File: config.mk
export PLATFORM = sky130hd
export DESIGN_NAME = wildcard_byte_pattern_scan
export DESIGN_NICKNAME = d
export VERILOG_FILES = /design/src/rtl/core/wbps_pkg.sv /design/src/rtl/core/wbps_match.sv /design/src/rtl/core/wildcard_byte_pattern_scan.sv
export SDC_FILE = /design/constraint.sdc
export NUM_CORES = 1
export LEC_CHECK = 0
export BUFFER_PORTS_ARGS = -buffer_cell sky130_fd_sc_hd__buf_2
export CAP_MARGIN = 30
export CORE_ASPECT_RATIO = 1.25
export CORE_MARGIN = 3
export CORE_UTILIZATION = 48
export CTS_CLUSTER_DIAMETER = 80
export DETAILED_ROUTE_END_ITERATION = 8
export GPL_TIMING_DRIVEN = 0
export PLACE_DENSITY = 0.77
export SETUP_SLACK_MARGIN = 0.5
export SYNTH_ARGS = -nofsm -noshare
export SYNTH_HDL_FRONTEND = slang
export SYNTH_HIERARCHICAL = 1
export SYNTH_SLANG_ARGS = --single-unit
File: constraint.sdc
create_clock -name clk_i -period 22.3 [get_ports clk_i]
set_input_delay 2.23 -clock clk_i [delete_from_list [all_inputs] [get_ports clk_i]]
set_output_delay 2.23 -clock clk_i [all_outputs]
set_load 0.005 [all_outputs]
File: src/rtl/core/wbps_pkg.sv
// Package with the constants, types and register codes of the wildcard byte pattern scan.
`timescale 1ns / 1ps
package wbps_pkg;

  // Largest pattern the window supports and address width of the results.
  localparam int PATTERN_MAX = 16;
  localparam int ADDR_BITS   = 48;

  // Fixed field widths.
  localparam int REG_BYTES = 16;
  localparam int REG_W     = 64;
  localparam int PLEN_W    = 5;
  localparam int OFFS_W    = 16;
  localparam int OUT_W     = 48;
  localparam int IDX_W     = 32;
  localparam int CFG_IDX_W = 3;

  // Derived sizes.
  localparam int LEN_CAP   = (PATTERN_MAX < REG_BYTES) ? PATTERN_MAX : REG_BYTES;
  localparam int LEN_W     = $clog2(LEN_CAP + 1);
  localparam int WIN_DEPTH = (PATTERN_MAX > 1) ? PATTERN_MAX - 1 : 1;
  localparam int SEQ_N     = WIN_DEPTH + 1;
  localparam int SEQ_IW    = $clog2(SEQ_N);

  localparam logic [7:0] WILDCARD_BYTE = 8'hCC;

  localparam logic [OUT_W-1:0] ADDR_MASK =
    (ADDR_BITS >= OUT_W) ? {OUT_W{1'b1}} : OUT_W'((65'd1 << ADDR_BITS) - 65'd1);

  // Configuration register codes.
  typedef enum logic [CFG_IDX_W-1:0] {
    CFG_PATTERN_LOW     = 3'd0,
    CFG_PATTERN_HIGH    = 3'd1,
    CFG_PATTERN_LENGTH  = 3'd2,
    CFG_POSITION_OFFSET = 3'd3,
    CFG_BASE_ADDRESS    = 3'd4
  } cfg_idx_e;

  // Previous bytes of the region, entry 0 the most recent.
  typedef logic [WIN_DEPTH-1:0][7:0] window_t;

  // Outcome of the window compare for the byte at hand.
  typedef struct packed {
    logic             hit;
    logic [OUT_W-1:0] addr;
  } match_t;

endpackage

File: src/rtl/core/wbps_match.sv
// Parallel wildcard compare of the pattern against the byte window and match address sum.
`timescale 1ns / 1ps
module wbps_match
  import wbps_pkg::*;
(
  input  logic [7:0]        cur_byte_i,
  input  window_t           window_i,
  input  logic [REG_W-1:0]  pattern_low_i,
  input  logic [REG_W-1:0]  pattern_high_i,
  input  logic [LEN_W-1:0]  len_i,
  input  logic [IDX_W-1:0]  index_i,
  input  logic              may_end_i,
  input  logic [OFFS_W-1:0] offset_i,
  input  logic [OUT_W-1:0]  base_i,
  output match_t            match_o
);

  logic [7:0]              seq [SEQ_N];
  logic [2*REG_W-1:0]      pattern;
  logic                    all_ok;
  logic                    long_enough;
  logic [OUT_W-1:0]        start;
  logic [OUT_W-1:0]        offs_ext;

  assign pattern = {pattern_high_i, pattern_low_i};

  // Compare every pattern byte in use against the byte that sits at its place.
  always_comb begin
    logic [SEQ_IW-1:0] sel;
    logic [7:0]        pbyte;
    seq[0] = cur_byte_i;
    for (int i = 1; i < SEQ_N; i++) begin
      seq[i] = window_i[i-1];
    end
    all_ok = 1'b1;
    for (int k = 0; k < LEN_CAP; k++) begin
      sel   = SEQ_IW'(len_i) - SEQ_IW'(k) - SEQ_IW'(1);
      pbyte = pattern[8*k +: 8];
      if ((LEN_W'(k) < len_i) && (pbyte != WILDCARD_BYTE) && (pbyte != seq[sel])) begin
        all_ok = 1'b0;
      end
    end
  end

  // A match needs all of its bytes inside the region.
  assign long_enough = ({1'b0, index_i} + 33'd1) >= 33'(len_i);

  // Match start plus signed offset plus base, wrapped to the address width.
  assign start    = OUT_W'(index_i) + OUT_W'(1) - OUT_W'(len_i);
  assign offs_ext = {{(OUT_W-OFFS_W){offset_i[OFFS_W-1]}}, offset_i};

  assign match_o.hit  = (len_i != '0) && may_end_i && long_enough && all_ok;
  assign match_o.addr = (base_i + start + offs_ext) & ADDR_MASK;

endmodule

File: src/rtl/core/wildcard_byte_pattern_scan.sv
// Top level of the wildcard byte pattern scan: input stage, scan state and result register.
//
//   Channel   Direction  Payload                         Handshake
//   s_axis    in         tdata: data_byte, tlast: last   tvalid / tready
//   m_axis    out        tdata: match_address            tvalid / tready
//   cfg       in         register index and write data   cfg_we_i only
//
// One byte is accepted per cycle unless the input stage stalls; its result is held in the result register for m_axis.
// The compare and the address sum lie between the input stage and the result register.
// A byte stalls in the input stage only when it matches while the result register is full
// and its result is not taken in the same cycle.
// Reset clears the scan state, the configuration and the valid flags; no clearing pass is needed.
// The byte marked last clears the window, index and skip count after its compare.
`timescale 1ns / 1ps
module wildcard_byte_pattern_scan
  import wbps_pkg::*;
(
  input  logic                 clk_i,
  input  logic                 rst_ni,
  // Configuration write port.
  input  logic                 cfg_we_i,
  input  logic [CFG_IDX_W-1:0] cfg_idx_i,
  input  logic [REG_W-1:0]     cfg_wdata_i,
  // Input byte stream.
  input  logic                 s_axis_tvalid,
  output logic                 s_axis_tready,
  input  logic [7:0]           s_axis_tdata,   // [7:0] data_byte
  input  logic                 s_axis_tlast,   // last_byte
  // Match address stream.
  output logic                 m_axis_tvalid,
  input  logic                 m_axis_tready,
  output logic [OUT_W-1:0]     m_axis_tdata    // [47:0] match_address
);

  logic [REG_W-1:0]  pattern_low_q;
  logic [REG_W-1:0]  pattern_high_q;
  logic [PLEN_W-1:0] pattern_length_q;
  logic [OFFS_W-1:0] position_offset_q;
  logic [OUT_W-1:0]  base_address_q;

  logic              s1_valid_q;
  logic [7:0]        s1_byte_q;
  logic              s1_last_q;

  window_t           window_q;
  window_t           window_d;
  logic [IDX_W-1:0]  index_q;
  logic [IDX_W-1:0]  index_d;
  logic [PLEN_W-1:0] skip_q;
  logic [PLEN_W-1:0] skip_d;

  logic              out_valid_q;
  logic [OUT_W-1:0]  out_addr_q;

  logic [LEN_W-1:0]  len_eff;
  match_t            match;
  logic              s_accept;
  logic              out_free;
  logic              s1_go;
  logic              emit;

  // Configuration registers.
  always_ff @(posedge clk_i or negedge rst_ni) begin
    if (!rst_ni) begin
      pattern_low_q     <= '0;
      pattern_high_q    <= '0;
      pattern_length_q  <= '0;
      position_offset_q <= '0;
      base_address_q    <= '0;
    end else if (cfg_we_i) begin
      unique case (cfg_idx_i)
        CFG_PATTERN_LOW:     pattern_low_q     <= cfg_wdata_i;
        CFG_PATTERN_HIGH:    pattern_high_q    <= cfg_wdata_i;
        CFG_PATTERN_LENGTH:  pattern_length_q  <= cfg_wdata_i[PLEN_W-1:0];
        CFG_POSITION_OFFSET: position_offset_q <= cfg_wdata_i[OFFS_W-1:0];
        CFG_BASE_ADDRESS:    base_address_q    <= cfg_wdata_i[OUT_W-1:0];
        default: ;
      endcase
    end
  end

  // Lengths above the largest supported pattern length saturate.
  assign len_eff = (pattern_length_q > PLEN_W'(LEN_CAP)) ? LEN_W'(LEN_CAP)
                                                         : LEN_W'(pattern_length_q);

  wbps_match u_match (
    .cur_byte_i     (s1_byte_q),
    .window_i       (window_q),
    .pattern_low_i  (pattern_low_q),
    .pattern_high_i (pattern_high_q),
    .len_i          (len_eff),
    .index_i        (index_q),
    .may_end_i      (skip_q == '0),
    .offset_i       (position_offset_q),
    .base_i         (base_address_q),
    .match_o        (match)
  );

  // Handshake: the staged byte moves on unless it matches into a full result register.
  assign out_free      = !out_valid_q || m_axis_tready;
  assign s1_go         = s1_valid_q && (!match.hit || out_free);
  assign emit          = s1_go && match.hit;
  assign s_axis_tready = !s1_valid_q || s1_go;
  assign s_accept      = s_axis_tvalid && s_axis_tready;

  // Input stage.
  always_ff @(posedge clk_i or negedge rst_ni) begin
    if (!rst_ni) begin
      s1_valid_q <= 1'b0;
    end else if (s_accept) begin
      s1_valid_q <= 1'b1;
    end else if (s1_go) begin
      s1_valid_q <= 1'b0;
    end
  end

  always_ff @(posedge clk_i) begin
    if (s_accept) begin
      s1_byte_q <= s_axis_tdata;
      s1_last_q <= s_axis_tlast;
    end
  end

  // Next scan state once the staged byte has been compared.
  always_comb begin
    window_d[0] = s1_byte_q;
    for (int i = 1; i < WIN_DEPTH; i++) begin
      window_d[i] = window_q[i-1];
    end
    index_d = index_q + IDX_W'(1);
    skip_d  = (skip_q != '0) ? skip_q - PLEN_W'(1) : skip_q;
    if (match.hit) begin
      skip_d = PLEN_W'(len_eff) - PLEN_W'(1);
    end
    if (s1_last_q) begin
      window_d = '0;
      index_d  = '0;
      skip_d   = '0;
    end
  end

  // Scan state registers.
  always_ff @(posedge clk_i or negedge rst_ni) begin
    if (!rst_ni) begin
      window_q <= '0;
      index_q  <= '0;
      skip_q   <= '0;
    end else if (s1_go) begin
      window_q <= window_d;
      index_q  <= index_d;
      skip_q   <= skip_d;
    end
  end

  // Result register.
  always_ff @(posedge clk_i or negedge rst_ni) begin
    if (!rst_ni) begin
      out_valid_q <= 1'b0;
    end else if (emit) begin
      out_valid_q <= 1'b1;
    end else if (m_axis_tready) begin
      out_valid_q <= 1'b0;
    end
  end

  always_ff @(posedge clk_i) begin
    if (emit) begin
      out_addr_q <= match.addr;
    end
  end

  assign m_axis_tvalid = out_valid_q;
  assign m_axis_tdata  = out_addr_q;

endmodule

==> results.txt <==
Final Setup Violations - 0
Mapped Area - 32620 um^2
CTS clk-pin slew, worst paths - 0.06 ns
critical path arrival - 9.93 ns
Slew HR - 0.3141
fraction of registers with async set/reset - 0.8620
measured slew at the worst slew-check pin - 1.029 ns
setup ws final - 10.14 ns
CTS tree - built
per-cell routed wire length - 27.31 um
post-synth cell types - 84
vias in the first global route - 25670
power consumption - 4.015 mW
net switching fraction of the power - 0.4179
Worst VDD drop - 0.05666 mV
Final nets - 3302
worst hold-check path type - flip-flop to flip-flop
Worst Path Max Fanout - 10
die area - 71140 um^2
area of the multi-input gates - 20790 um^2
synth top area cells - dfrtp_1 27%, mux4_2 17%, mux2_2 6.5%, edfxtp_1 5.2%, ha_1 4.9%
Fin Setup TNS - 0 ns
# fillers - 5759
vias per cell - 6.475
port bufs - 130
most common cell after layout, fill and taps aside - nand2_1
register area - 10620 um^2
DRT Wirelength - 107.9 mm
Seq/Total Area, Yosys - 0.3256
antenna violation net count after detailed routing - 0
post-layout instance area - 36160 um^2
first-pass GRT wire length - 161.5 mm
Worst setup EP type - primary output
GRT Util Overall - 0.3021
number of placement rows - 106
cts hold-fix bufs - 0
critical path type - flip-flop to primary output
Syn Nets - 3107
RSZ-0062 raised after global routing - no
Final Hold Viols - 0
Post-Syn Instances - 2850
area leader, netlist - dfrtp_1
most frequent cells in the layout - 364 x nand2_1, 355 x dfrtp_1, 248 x mux4_2
Clock Tree Buf Depth - 3
leak pwr - 15.48 nW
Clock Sinks - 413
post-synth top area share - 0.2731
Remaining Overflow, GRT - 0
Clock Skew - 0.02465 ns
Pre-Repair DR Iteration Count - 5
Data required, critical path - 20.07 ns
Comb pwr share - 0.546
Post-DP HPWL - 83.20 mm
status - completed
die width - 239.2 um
Area Overhead vs Synth - 10.85%
DR vias - 25580
Routability Congestion - 1.083
pre-CTS WS - 11.05 ns
max cap viols - 0
initial DRC count - 2835
Root Driver - clkbuf_16
clock power share - 0.193
H-tree Lvls - 2
element type at the critical path start - flip-flop
largest net degree at the start of global routing - 118
chip height - 297.4 um
Initial Util - 0.4860
DRC viols - 0
Seq pwr share - 0.260
Synth Warn # - 6
initial antenna violation count - 6
layout cell share with drive strength beyond 1 - 0.2541
Max Clk Rate - 82.24 MHz
number of flops mapped to enable cells by yosys - 57
IO Pins - 131
syn_area_per_cell - 11.44 um^2
cts repair resizes - 0
fin crit period - 12.16 ns
Placed Area - 34590 um^2
core area - 67110 um^2
Most used DFF post-synth - dfrtp_1
CTS buffer count - 46
NetSw - 1.678 mW
synthesized flop and latch total - 413
internal power - 2.337 mW
Final period util - 0.5453
Slew Limit Fails - 0
setup bufs post-CTS - 0
P per Cell Area - 111.0 nW/um^2
post-layout util - 0.5388
clk_lat worst skew - 0.60 ns
==> registers in the layout, indices dropped and copies added (netlist names) <==
name	count
skip_q	5
window_q	120
s1_byte_q	8
m_axis_tdata	48
pattern_high_q	64
s1_valid_q	1
position_offset_q	16
m_axis_tvalid	1
s1_last_q	1
pattern_low_q	64
base_address_q	48
pattern_length_q	5
index_q	32
==> metrics by stage <==
stage	hold WS, ns	instances
CTS	0.5056	3944
global placement	0.4869	3844
detailed placement	0.4934	3860
global route	0.5131	3950
floorplan	0.4793	2850
finish	0.5024	3950
==> Yosys cell counts (all sizes together), types with 17 or more instances <==
cell type  instances
nand3             48
mux4             258
mux2i            132
nor3              36
nand2            366
nor4              28
clkbuf            51
a31oi             17
and3              19
o21ai             50
xnor2            172
inv              105
buf              103
mux2             205
o21bai            17
o31ai             17
xor2              68
edfxtp            57
fa                49
nand4             51
nand3b           124
nor2              65
ha               127
a21o              55
dfrtp            356
a21oi             93
==> critical path: stages, from the launching register on <==
cell and delay [ns]:
dfrtp_1 0.47, nor2b_1 0.26, buf_4 0.24, buf_2 0.30, buf_2 0.41, buf_2 0.37
buf_2 0.39, buf_2 0.38, inv_1 0.29, ha_1 0.37, buf_6 0.16, buf_2 0.40
buf_2 0.37, buf_1 0.75, mux4_2 0.49, mux4_2 0.50, xnor2_1 0.15, nand4_1 0.09
o21ai_0 0.70, o2111ai_1 0.33, nor4_2 0.86, and3b_1 0.26, clkbuf_1 0.37, nand2_1 0.19
buf_2 0.17
==> power groups by stage <==
stage | combinational (mW) | sequential (mW) | clock [mW]
after global placement | 2.10 | 1.06 | 0
after detailed placement | 2.15 | 1.05 | 0
after CTS | 2.16 | 1.04 | 0.792
after floorplan | 1.63 | 1.02 | 0
after global routing | 2.39 | 1.06 | 0.818
final | 2.19 | 1.05 | 0.776
==> area by class of cell <==
class | count | area share
inverters | 106 | 0.01100
repair buffers | 147 | 0.02460
plain buffers | 154 | 0.02270
clock inverters | 17 | 0.004499
clock buffers | 67 | 0.03831
multi-input cells | 2177 | 0.5749
flip-flops and latches | 413 | 0.2938
diodes | 5 | 0.0003460
well taps | 864 | 0.02990
==> per-layer routing <==
| metal | vias up | GRT usage | part of all wire |
|---|---|---|---|
| li1 | 11090 | - | - |
| met1 | 12680 | 0.3484 | 0.35 |
| met2 | 1360 | 0.4935 | 0.47 |
| met3 | 451 | 0.06704 | 0.084 |
| met4 | 0 | 0.2215 | 0.093 |
| met5 | - | 0 | 0 |
==> final timing paths <==
path	slack, ns	cells after the start	startpoint	endpoint
min in group asynchronous	1.46	1	rst_ni	window_q[107]
min reg2reg	0.50	1	position_offset_q[7]	position_offset_q[7]
max in group asynchronous	19.45	3	rst_ni	position_offset_q[7]
max reg2reg	11.55	26	pattern_length_q[4]	m_axis_tdata[37]
min	0.50	1	position_offset_q[7]	position_offset_q[7]
max	10.14	24	pattern_length_q[4]	s_axis_tready
==> cell families (layout without fill, tap and decap cells) <==
logic type | count (synthesis) | after routing | share of synthesized area
AOI/OAI and AO/OA | 352 | 352 | 0.07265
xor gates and xnor gates | 240 | 240 | 0.06606
adders and majority gates | 176 | 176 | 0.07879
buffers and inverters | 260 | 491 | 0.03736
DFF | 413 | 413 | 0.3256
muxes | 595 | 595 | 0.2905
other | 0 | 5 | 0
and+or+nand+nor | 814 | 814 | 0.1290
Power figures use the tool's default switching activity.
